[config.mk]
export PLATFORM = sky130hd
export DESIGN_NAME = grc_cell
export DESIGN_NICKNAME = d
export VERILOG_FILES = /design/src/rtl/graph_reachability_closure_top_macros.svh /design/src/rtl/grc_pkg.sv /design/src/rtl/grc_cell.sv
export SDC_FILE = /design/constraint.sdc
export NUM_CORES = 1
export LEC_CHECK = 0
export ABC_AREA = 1
export BUFFER_PORTS_ARGS = -buffer_cell sky130_fd_sc_hd__buf_2
export CORE_UTILIZATION = 40
export DETAILED_ROUTE_END_ITERATION = 10
export GPL_ROUTABILITY_DRIVEN = 0
export GPL_TIMING_DRIVEN = 0
export PLACE_DENSITY = 0.67
export SKIP_CTS_REPAIR_TIMING = 1
export SYNTH_ARGS = -nofsm -noshare
export SYNTH_HDL_FRONTEND = slang
export SYNTH_SLANG_ARGS = --single-unit
[constraint.sdc]
create_clock -name clk -period 2 [get_ports clk]
set_input_delay 0.2 -clock clk [delete_from_list [all_inputs] [get_ports clk]]
set_output_delay 0.2 -clock clk [all_outputs]
set_load 0.005 [all_outputs]
[src/rtl/graph_reachability_closure_top_macros.svh]
// Assertion macros shared by the RTL of the reachability closure block.
`ifndef GRAPH_REACHABILITY_CLOSURE_TOP_MACROS_SVH
`define GRAPH_REACHABILITY_CLOSURE_TOP_MACROS_SVH

// Same-cycle implication, checked at every rising edge outside reset.
`define GRC_ASSERT_NOW(label, clk, rst_n, ante, cons, msg) \
	label: assert property (@(posedge clk) disable iff (!rst_n) (ante) |-> (cons)) \
		else $error(msg);

// Next-cycle implication.
`define GRC_ASSERT_NEXT(label, clk, rst_n, ante, cons, msg) \
	label: assert property (@(posedge clk) disable iff (!rst_n) (ante) |=> (cons)) \
		else $error(msg);

`endif

[src/rtl/grc_pkg.sv]
// Package: types and constants of the reachability closure block.
package grc_pkg;

	localparam int MAX_VERTICES = 32;
	localparam int ROW_W        = MAX_VERTICES;
	localparam int IDX_W        = $clog2(MAX_VERTICES);
	localparam int VTX_W        = 5;
	localparam int KIND_W       = 3;
	localparam int CFG_W        = 6;
	localparam int CNT_W        = 8;

	typedef enum logic [KIND_W-1:0] {
		KIND_ADD     = 3'd0,
		KIND_REMOVE  = 3'd1,
		KIND_QEDGE   = 3'd2,
		KIND_CLOSURE = 3'd3,
		KIND_QREACH  = 3'd4
	} kind_t;

	typedef enum logic [2:0] {
		CELL_HOLD,
		CELL_SET,
		CELL_CLR,
		CELL_COPY,
		CELL_PIVOT
	} cell_op_t;

	typedef struct packed {
		logic [KIND_W-1:0] kind;
		logic [VTX_W-1:0]  vertex_a;
		logic [VTX_W-1:0]  vertex_b;
	} in_item_t;

	typedef struct packed {
		logic answer;
		logic index_error;
	} out_item_t;

	// Broadcast from the controller to every cell.
	typedef struct packed {
		cell_op_t          op;
		logic [VTX_W-1:0]  vertex_a;
		logic [VTX_W-1:0]  vertex_b;
		logic [IDX_W-1:0]  piv_idx;
		logic [ROW_W-1:0]  piv_row;
		logic [ROW_W-1:0]  row_mask;
	} cell_ctl_t;

endpackage

[src/rtl/grc_cell.sv]
// One vertex cell: holds an adjacency row, a reachability row and a pivot token.
module grc_cell (
	input  logic                    clk,
	input  logic                    arst_n,
	input  grc_pkg::cell_ctl_t      ctl,
	input  logic [grc_pkg::IDX_W-1:0] idx,
	input  logic                    live,
	input  logic                    tok_in,
	output logic                    tok_out,
	output logic [grc_pkg::ROW_W-1:0] adj_row,
	output logic [grc_pkg::ROW_W-1:0] reach_row,
	output logic [grc_pkg::ROW_W-1:0] drive_row
);
	import grc_pkg::*;

	logic [ROW_W-1:0] adj_q;
	logic [ROW_W-1:0] reach_q;
	logic             tok_q;
	logic             hit_a;
	logic             hit_b;
	logic [ROW_W-1:0] edge_bits;

	assign hit_a = (idx == IDX_W'(ctl.vertex_a));
	assign hit_b = (idx == IDX_W'(ctl.vertex_b));

	// symmetric edge: row a gets bit b, row b gets bit a
	always_comb begin
		edge_bits = '0;
		if (hit_a)
			edge_bits = edge_bits | (ROW_W'(1) << IDX_W'(ctl.vertex_b));
		if (hit_b)
			edge_bits = edge_bits | (ROW_W'(1) << IDX_W'(ctl.vertex_a));
	end

	always_ff @(posedge clk or negedge arst_n) begin
		if (!arst_n) begin
			adj_q   <= '0;
			reach_q <= '0;
			tok_q   <= 1'b0;
		end else begin
			case (ctl.op)
				CELL_SET: begin
					adj_q <= adj_q | edge_bits;
				end
				CELL_CLR: begin
					adj_q <= adj_q & ~edge_bits;
				end
				CELL_COPY: begin
					reach_q <= live ? (adj_q & ctl.row_mask) : '0;
				end
				CELL_PIVOT: begin
					if (reach_q[ctl.piv_idx])
						reach_q <= reach_q | ctl.piv_row;
				end
				default: begin
				end
			endcase
			// token walks one cell per pivot step, dropped otherwise
			tok_q <= ((ctl.op == CELL_COPY) || (ctl.op == CELL_PIVOT)) ? tok_in : 1'b0;
		end
	end

	assign tok_out   = tok_q;
	assign adj_row   = adj_q;
	assign reach_row = reach_q;
	assign drive_row = tok_q ? reach_q : '0;

endmodule

==> results.md, run 1 <==
* Initial Util at 41.05%
* Min-Delay Path Class: in2async
* Number of core rows at 40
* Design area at 0.006364 sq mm
* Least-Margin Pin Slew at 0.8411 ns
* Reg-to-reg critical path startpoint: reach_row[7]
* Int Pwr at 2.715 mW
* Root Buffer: clkbuf_16
* Layout area overhead at 28.53%
* Max Fanout on Critical Path at 10
* # setup viols final at 0
* Violated checks: negative hold slack
* Synth Warn # at 0
* Req. time, crit path at 1.80 ns
* Final HPWL DP at 13,130 um
* FF-to-FF End: reach_row[3]
* Clock sink count at 65
* Cell family with most CP delay: buffers and inverters
* Unique cell type count in the Yosys netlist at 29
* Worst-path clk slew at 0.05 ns
* Max frequency at 607.2 MHz
* Status: complete, but fails checks
* Wirelength, routed at 17,020 um
* Combinational Power Share at 17.7%
* Worst VDD drop at 0.3451 mV
* DRT iter0 DRCs at 440
* Avg Vias per Cell at 5.179
* Count of final hold-check violations at 14
* Worst hold slack at -0.03223 ns
* Critical Path AT at 1.45 ns
* Fraction of layout cells with a size suffix above 1 at 30.45%
* ANT cells at 0
* Number of synthesized flops with an enable pin at 0
* Placed Cells at 1,101
* Mean Syn Cell Area at 6.558 sq um
* Nets@finish at 1,035
* Avg WL per Cell at 15.24 um
* DRC errors left at 0
* Flop2flop setup slack at 0.44 ns
* Slowest Stage Delay on Critical Path at 0.47 ns
* Final Cycle Share at 82.35%
* Core box area at 0.01206 sq mm
* Final Util at 52.76%
* Setup TNS at 0 ns
* CP max-delay cell: dfrtp_1
* Total power at 3.769 mW
* Mapped Area at 0.004951 sq mm
* Top Ports at 188
* First-pass GRT wire length at 26,790 um
* Area of the multi-input gates at 0.002811 sq mm
* Final worst slack at 0.3531 ns
* Dpl cell area at 0.006055 sq mm
* H-tree Lvls at 3
* Seq pwr share at 39.6%
* Cts bufs inserted at 9
* Critical path type: reg2out
* Sequential area share after synthesis at 32.85%
* Final Skew at 0.007343 ns
* Clock network power share at 42.7%
* Yosys reg bits at 65
* CP Capture Type: output port
* Buf/Inv on CP at 3
* P_leak at 3.434 nW
* Net switching fraction of the power at 27.97%
* Die area at 0.01283 sq mm
* Ys flop type: dfrtp_1
* CTS tree: yes
* Storage element area at 0.001627 sq mm
* Dpl ws at 0.1204 ns
* R2R depth at 11
* Initial antenna violation count at 1
* Power Density at 592.2 mW/mm^2
* Max Cap Violations at 0
* GRT overflow at 0
* Async SR Flop Fraction at 100.0%
* Worst-skew pair later-pin latency at 0.32 ns
* NetSw at 1.054 mW
* Pin count of the biggest net entering global routing at 66
* Vias in the first global route at 5,170
* DRT Pass-1 Iters at 5
* Post-Synthesis Cells at 755
* Port Buffers at 178
* Die Y at 113.3 um
* Max transition margin at 43.92%
* Chip Width at 113.3 um
* Worst setup SP type: flop
* Finished Layout Cells at 1,117
* Mapped Nets at 846
* DR vias at 5,785
* CP Cell Sequence: clkbuf_1, nand2_1, inv_1, buf_2
* Post-layout min period at 1.647 ns
* Bufs on Longest Clock Path at 2
* RSZ-0062 raised after global routing: false
* Gr usage total at 26.78%
* Final Max Slew Viols at 0
* Remaining antenna violation count at 0
* Fillcell total at 1,263
-- layer usage --
layer	track usage, %	up-vias	wire length [um]
met4	7.982	2	316
met2	45.60	223	8409
met1	35.17	2674	7396
met3	3.964	26	887
li1	-	2860	-
met5	0	-	13
-- layout make-up --
class                      count  area share, %
inverter                      49          3.008
clock buffer                  14          4.306
tap                          168          3.303
sequential                    65          25.56
clock inverter                 2         0.5505
multi-input combinational    589          44.18
buffer                        52          5.053
timing repair buffer         178          14.04
-- layout by cell type (no fill, tap or decap), types with 2 or more instances in the layout --
cell type	synthesis	final
xor2_1	2	2
dfrtp_1	65	65
clkbuf_8	0	3
nand2_2	60	60
buf_2	11	188
nand4_1	2	2
inv_2	4	4
buf_12	3	3
nand2_1	217	217
clkbuf_16	0	9
buf_6	6	6
clkbuf_1	25	27
nor2_1	30	30
buf_4	5	6
o21ai_0	66	66
nand3_2	2	2
nand3_1	159	159
inv_1	44	44
buf_1	2	2
a21oi_1	2	2
o21ai_1	31	31
xnor2_1	5	5
nor4_1	6	6
-- synth_stat cells (3+ instances only) --
master    instances  share of area [%]
nand2_1         217                 16
nand3_1         159                 16
o21ai_0          66                6.7
dfrtp_1          65                 33
nand2_2          60                7.6
inv_1            44                3.3
o21ai_1          31                3.1
nor2_1           30                2.3
clkbuf_1         25                1.9
buf_2            11                1.1
buf_6             6                1.4
nor4_1            6               0.76
buf_4             5               0.76
xnor2_1           5               0.88
inv_2             4               0.30
buf_12            3                1.2
-- power groups by stage --
stage	Clock, mW	Sequential (mW)	Combinational (mW)
CTS	1.63	1.49	0.668
global placement	0	1.51	0.659
floorplan	0	1.48	0.371
finish	1.61	1.49	0.668
detailed placement	0	1.51	0.664
global route	1.69	1.50	0.743
-- how the worst max path moves through the flow --
stage	startpoint	endpoint	cells after the start
after global placement	ctl[81]	flop	8
after CTS	tok_out	drive_row[17]	4
after floorplan	ctl[78]	flop	10
after detailed placement	ctl[81]	flop	8
final	tok_out	drive_row[17]	4
after global routing	ctl[81]	flop	8
-- worst reg2reg max path, cell delays in order, from the launching register on --
cell and delay [ns]:
dfrtp_1 0.45, nand2_1 0.09, nand3_1 0.08, nand3_1 0.11
nand2_1 0.06, nand2_1 0.07, nand3b_2 0.10, nand3_4 0.13
nand2_8 0.09, buf_12 0.16, nand2_2 0.06, nand2_2 0.04
-- cells by family (layout without fill, tap and decap cells) --
kind of cell / Yosys count / count (layout) / share of synthesized area [%]
AO/OA/AOI/OAI: 100 / 100 / 10.16
XOR/XNOR: 7 / 7 / 1.238
buffers and inverters: 101 / 295 / 10.36
AND/OR/NAND/NOR: 482 / 482 / 45.39
flip-flops: 65 / 65 / 32.85
Note: power is estimated with default switching activity, not from simulation.
==> run 2: changes to the inputs <==
==> constraint.sdc (replaced) <==
create_clock -name clk -period 1.6 [get_ports clk]
set_input_delay 0.16 -clock clk [delete_from_list [all_inputs] [get_ports clk]]
set_output_delay 0.16 -clock clk [all_outputs]
set_load 0.005 [all_outputs]
==> run 2 against run 1 <==
Effect of this change:
- the flow now finishes without violations
- flip-flop and latch count did not move
- register-to-register slack got worse by 0.42 ns
- via count rose by 3.7%
- core utilization rose by 4.3 points
- combinational power rose by 50%
- clock skew barely moved
- final cell count rose by 3.1%
- largest cell class unchanged
- clock power rose by 25%
==> results.md, run 2 (synthesis results as in run 1) <==
* Status: completed
* Worst-skew pair later-pin latency at 0.33 ns
* Cts bufs inserted at 9
* Combinational Power Share at 20.6%
* Nets@finish at 1,070
* Crit path top cell by count: nand2_1
* Final Skew at 0.007089 ns
* DR vias at 5,999
* ANT cells at 0
* Clock sink count at 65
* Final HPWL DP at 13,130 um
* Total power at 4.877 mW
* Reg-to-reg critical path startpoint: reach_row[24]
* Req. time, crit path at 1.82 ns
* Vias in the first global route at 5,170
* Die area at 0.01283 sq mm
* Top Ports at 188
* Avg Vias per Cell at 5.207
* Min-delay src: tok_in
* Worst VDD drop at 0.4399 mV
* CP max-delay cell: dfrtp_1
* Hold endpoint: tok_out
* Initial antenna violation count at 1
* CP Capture Type: flop
* Fillcell total at 1,209
* DRT iter0 DRCs at 376
* First-pass GRT wire length at 26,790 um
* Critical Path AT at 1.80 ns
* Number of core rows at 40
* R2R depth at 11
* Critical path type: reg2reg
* GRT overflow at 0
* Pin count of the biggest net entering global routing at 66
* Die Y at 113.3 um
* Remaining antenna violation count at 0
* H-tree Lvls at 3
* Setup TNS at 0 ns
* Design area at 0.006880 sq mm
* Dpl cell area at 0.006055 sq mm
* Max Cap Violations at 0
* Max transition margin at 44.17%
* CP Cell Sequence: nand2_1, nand3_1, nand3_2, nand2_1, nand2_1, nand3_2, nand3_4, nand2_8, clkbuf_16, nand2_4, nand2_2
* Layout area overhead at 38.97%
* Fraction of layout cells with a size suffix above 1 at 35.77%
* DRT Pass-1 Iters at 6
* DRC errors left at 0
* Wirelength, routed at 17,730 um
* Avg WL per Cell at 15.39 um
* Post-layout min period at 1.582 ns
* Commonest non-fill, non-tap cell in the layout: nand2_1
* Port Buffers at 178
* # setup viols final at 0
* Flop2flop setup slack at 0.02 ns
* Clock network power share at 41.5%
* NetSw at 1.386 mW
* FF-to-FF End: reach_row[6]
* CTS tree: yes
* Initial Util at 41.05%
* Seq pwr share at 37.9%
* P_leak at 3.964 nW
* Final Cycle Share at 98.88%
* Final Max Slew Viols at 0
* Count of final hold-check violations at 0
* Core box area at 0.01206 sq mm
* Worst setup SP type: flop
* Worst-path clk slew at 0.06 ns
* Net switching fraction of the power at 28.42%
* Root Buffer: clkbuf_16
* Power Density at 708.9 mW/mm^2
* Max Fanout on Critical Path at 8
* Min-Delay Path Class: in2reg
* Hold Path Depth at 2
* Most frequent cells in the layout: 212 x nand2_1, 188 x buf_2, 155 x nand3_1, 66 x o21ai_0, 49 x dfrtp_1
* Gr usage total at 26.78%
* Slowest Stage Delay on Critical Path at 0.43 ns
* Bufs on Longest Clock Path at 2
* Int Pwr at 3.491 mW
* Max frequency at 632.1 MHz
* Chip Width at 113.3 um
* RSZ-0062 raised after global routing: true
* Least-Margin Pin Slew at 0.8374 ns
==> run 2: cell count changes in the layout (fill, tap and decap cells not counted), sizes merged <==
cell	previous run	this run
buf	205	236
clkbuf	39	42
dlygate4sd3	0	1
==> run 2: how the worst max path moves through the flow <==
| stage | start | to | slack [ns] | cells past startpoint |
|---|---|---|---|---|
| 3_3_place_gp | ctl[81] | flop | -0.19 | 8 |
| 2_1_floorplan | ctl[78] | flop | 0.22 | 10 |
| 5_1_grt | reach_row[9] | reach_row[6] | -0.06 | 11 |
| 4_1_cts | tok_out | drive_row[17] | -0.03 | 4 |
| 6_report | reach_row[24] | reach_row[6] | 0.02 | 11 |
| 3_5_place_dp | ctl[81] | flop | -0.24 | 8 |
==> run 2: critical path: cells and delay by family (launching register included) <==
kind	cells	cell delay, ns
buf+inv	1	0.21
flops	1	0.43
simple gates	10	0.82
==> run 2: stage by stage <==
stage	hold slack [ns]	std cells	util [%]	worst slack, ns
6_report	0.1330	1152	57.04	0.01794
5_1_grt	0.1365	1152	57.04	-0.05767
4_1_cts	-0.03978	1117	52.76	-0.03247
3_5_place_dp	0.3071	1101	50.20	-0.2396
3_3_place_gp	0.4589	1101	50.18	-0.1883
2_1_floorplan	-0.1356	755	-	0.2210
==> run 2: power groups by stage <==
| stage | sequential, mW | combinational, mW | clock [mW] |
|---|---|---|---|
| 2_1_floorplan | 1.85 | 0.464 | 0 |
| 3_3_place_gp | 1.89 | 0.824 | 0 |
| 3_5_place_dp | 1.89 | 0.830 | 0 |
| 4_1_cts | 1.86 | 0.835 | 2.03 |
| 5_1_grt | 1.85 | 1.10 | 2.11 |
| 6_report | 1.85 | 1.00 | 2.02 |
==> run 2: layout make-up <==
class | instances | area, sq um | share of cell area (%)
clock inverter | 2 | 35.03 | 0.5092
buffer | 52 | 325.3 | 4.728
inverter | 49 | 191.4 | 2.782
timing repair buffer | 213 | 1211 | 17.60
multi-input combinational | 589 | 2987 | 43.41
tap | 168 | 210.2 | 3.055
clock buffer | 14 | 274.0 | 3.983
sequential | 65 | 1647 | 23.93
==> run 2: per-layer routing <==
metal / track usage, % / vias to the layer above / routed length [um]
li1: - / 2927 / -
met4: 7.982 / 2 / 403
met3: 3.964 / 36 / 1122
met2: 45.60 / 277 / 8727
met1: 35.17 / 2757 / 7462
met5: 0 / - / 13
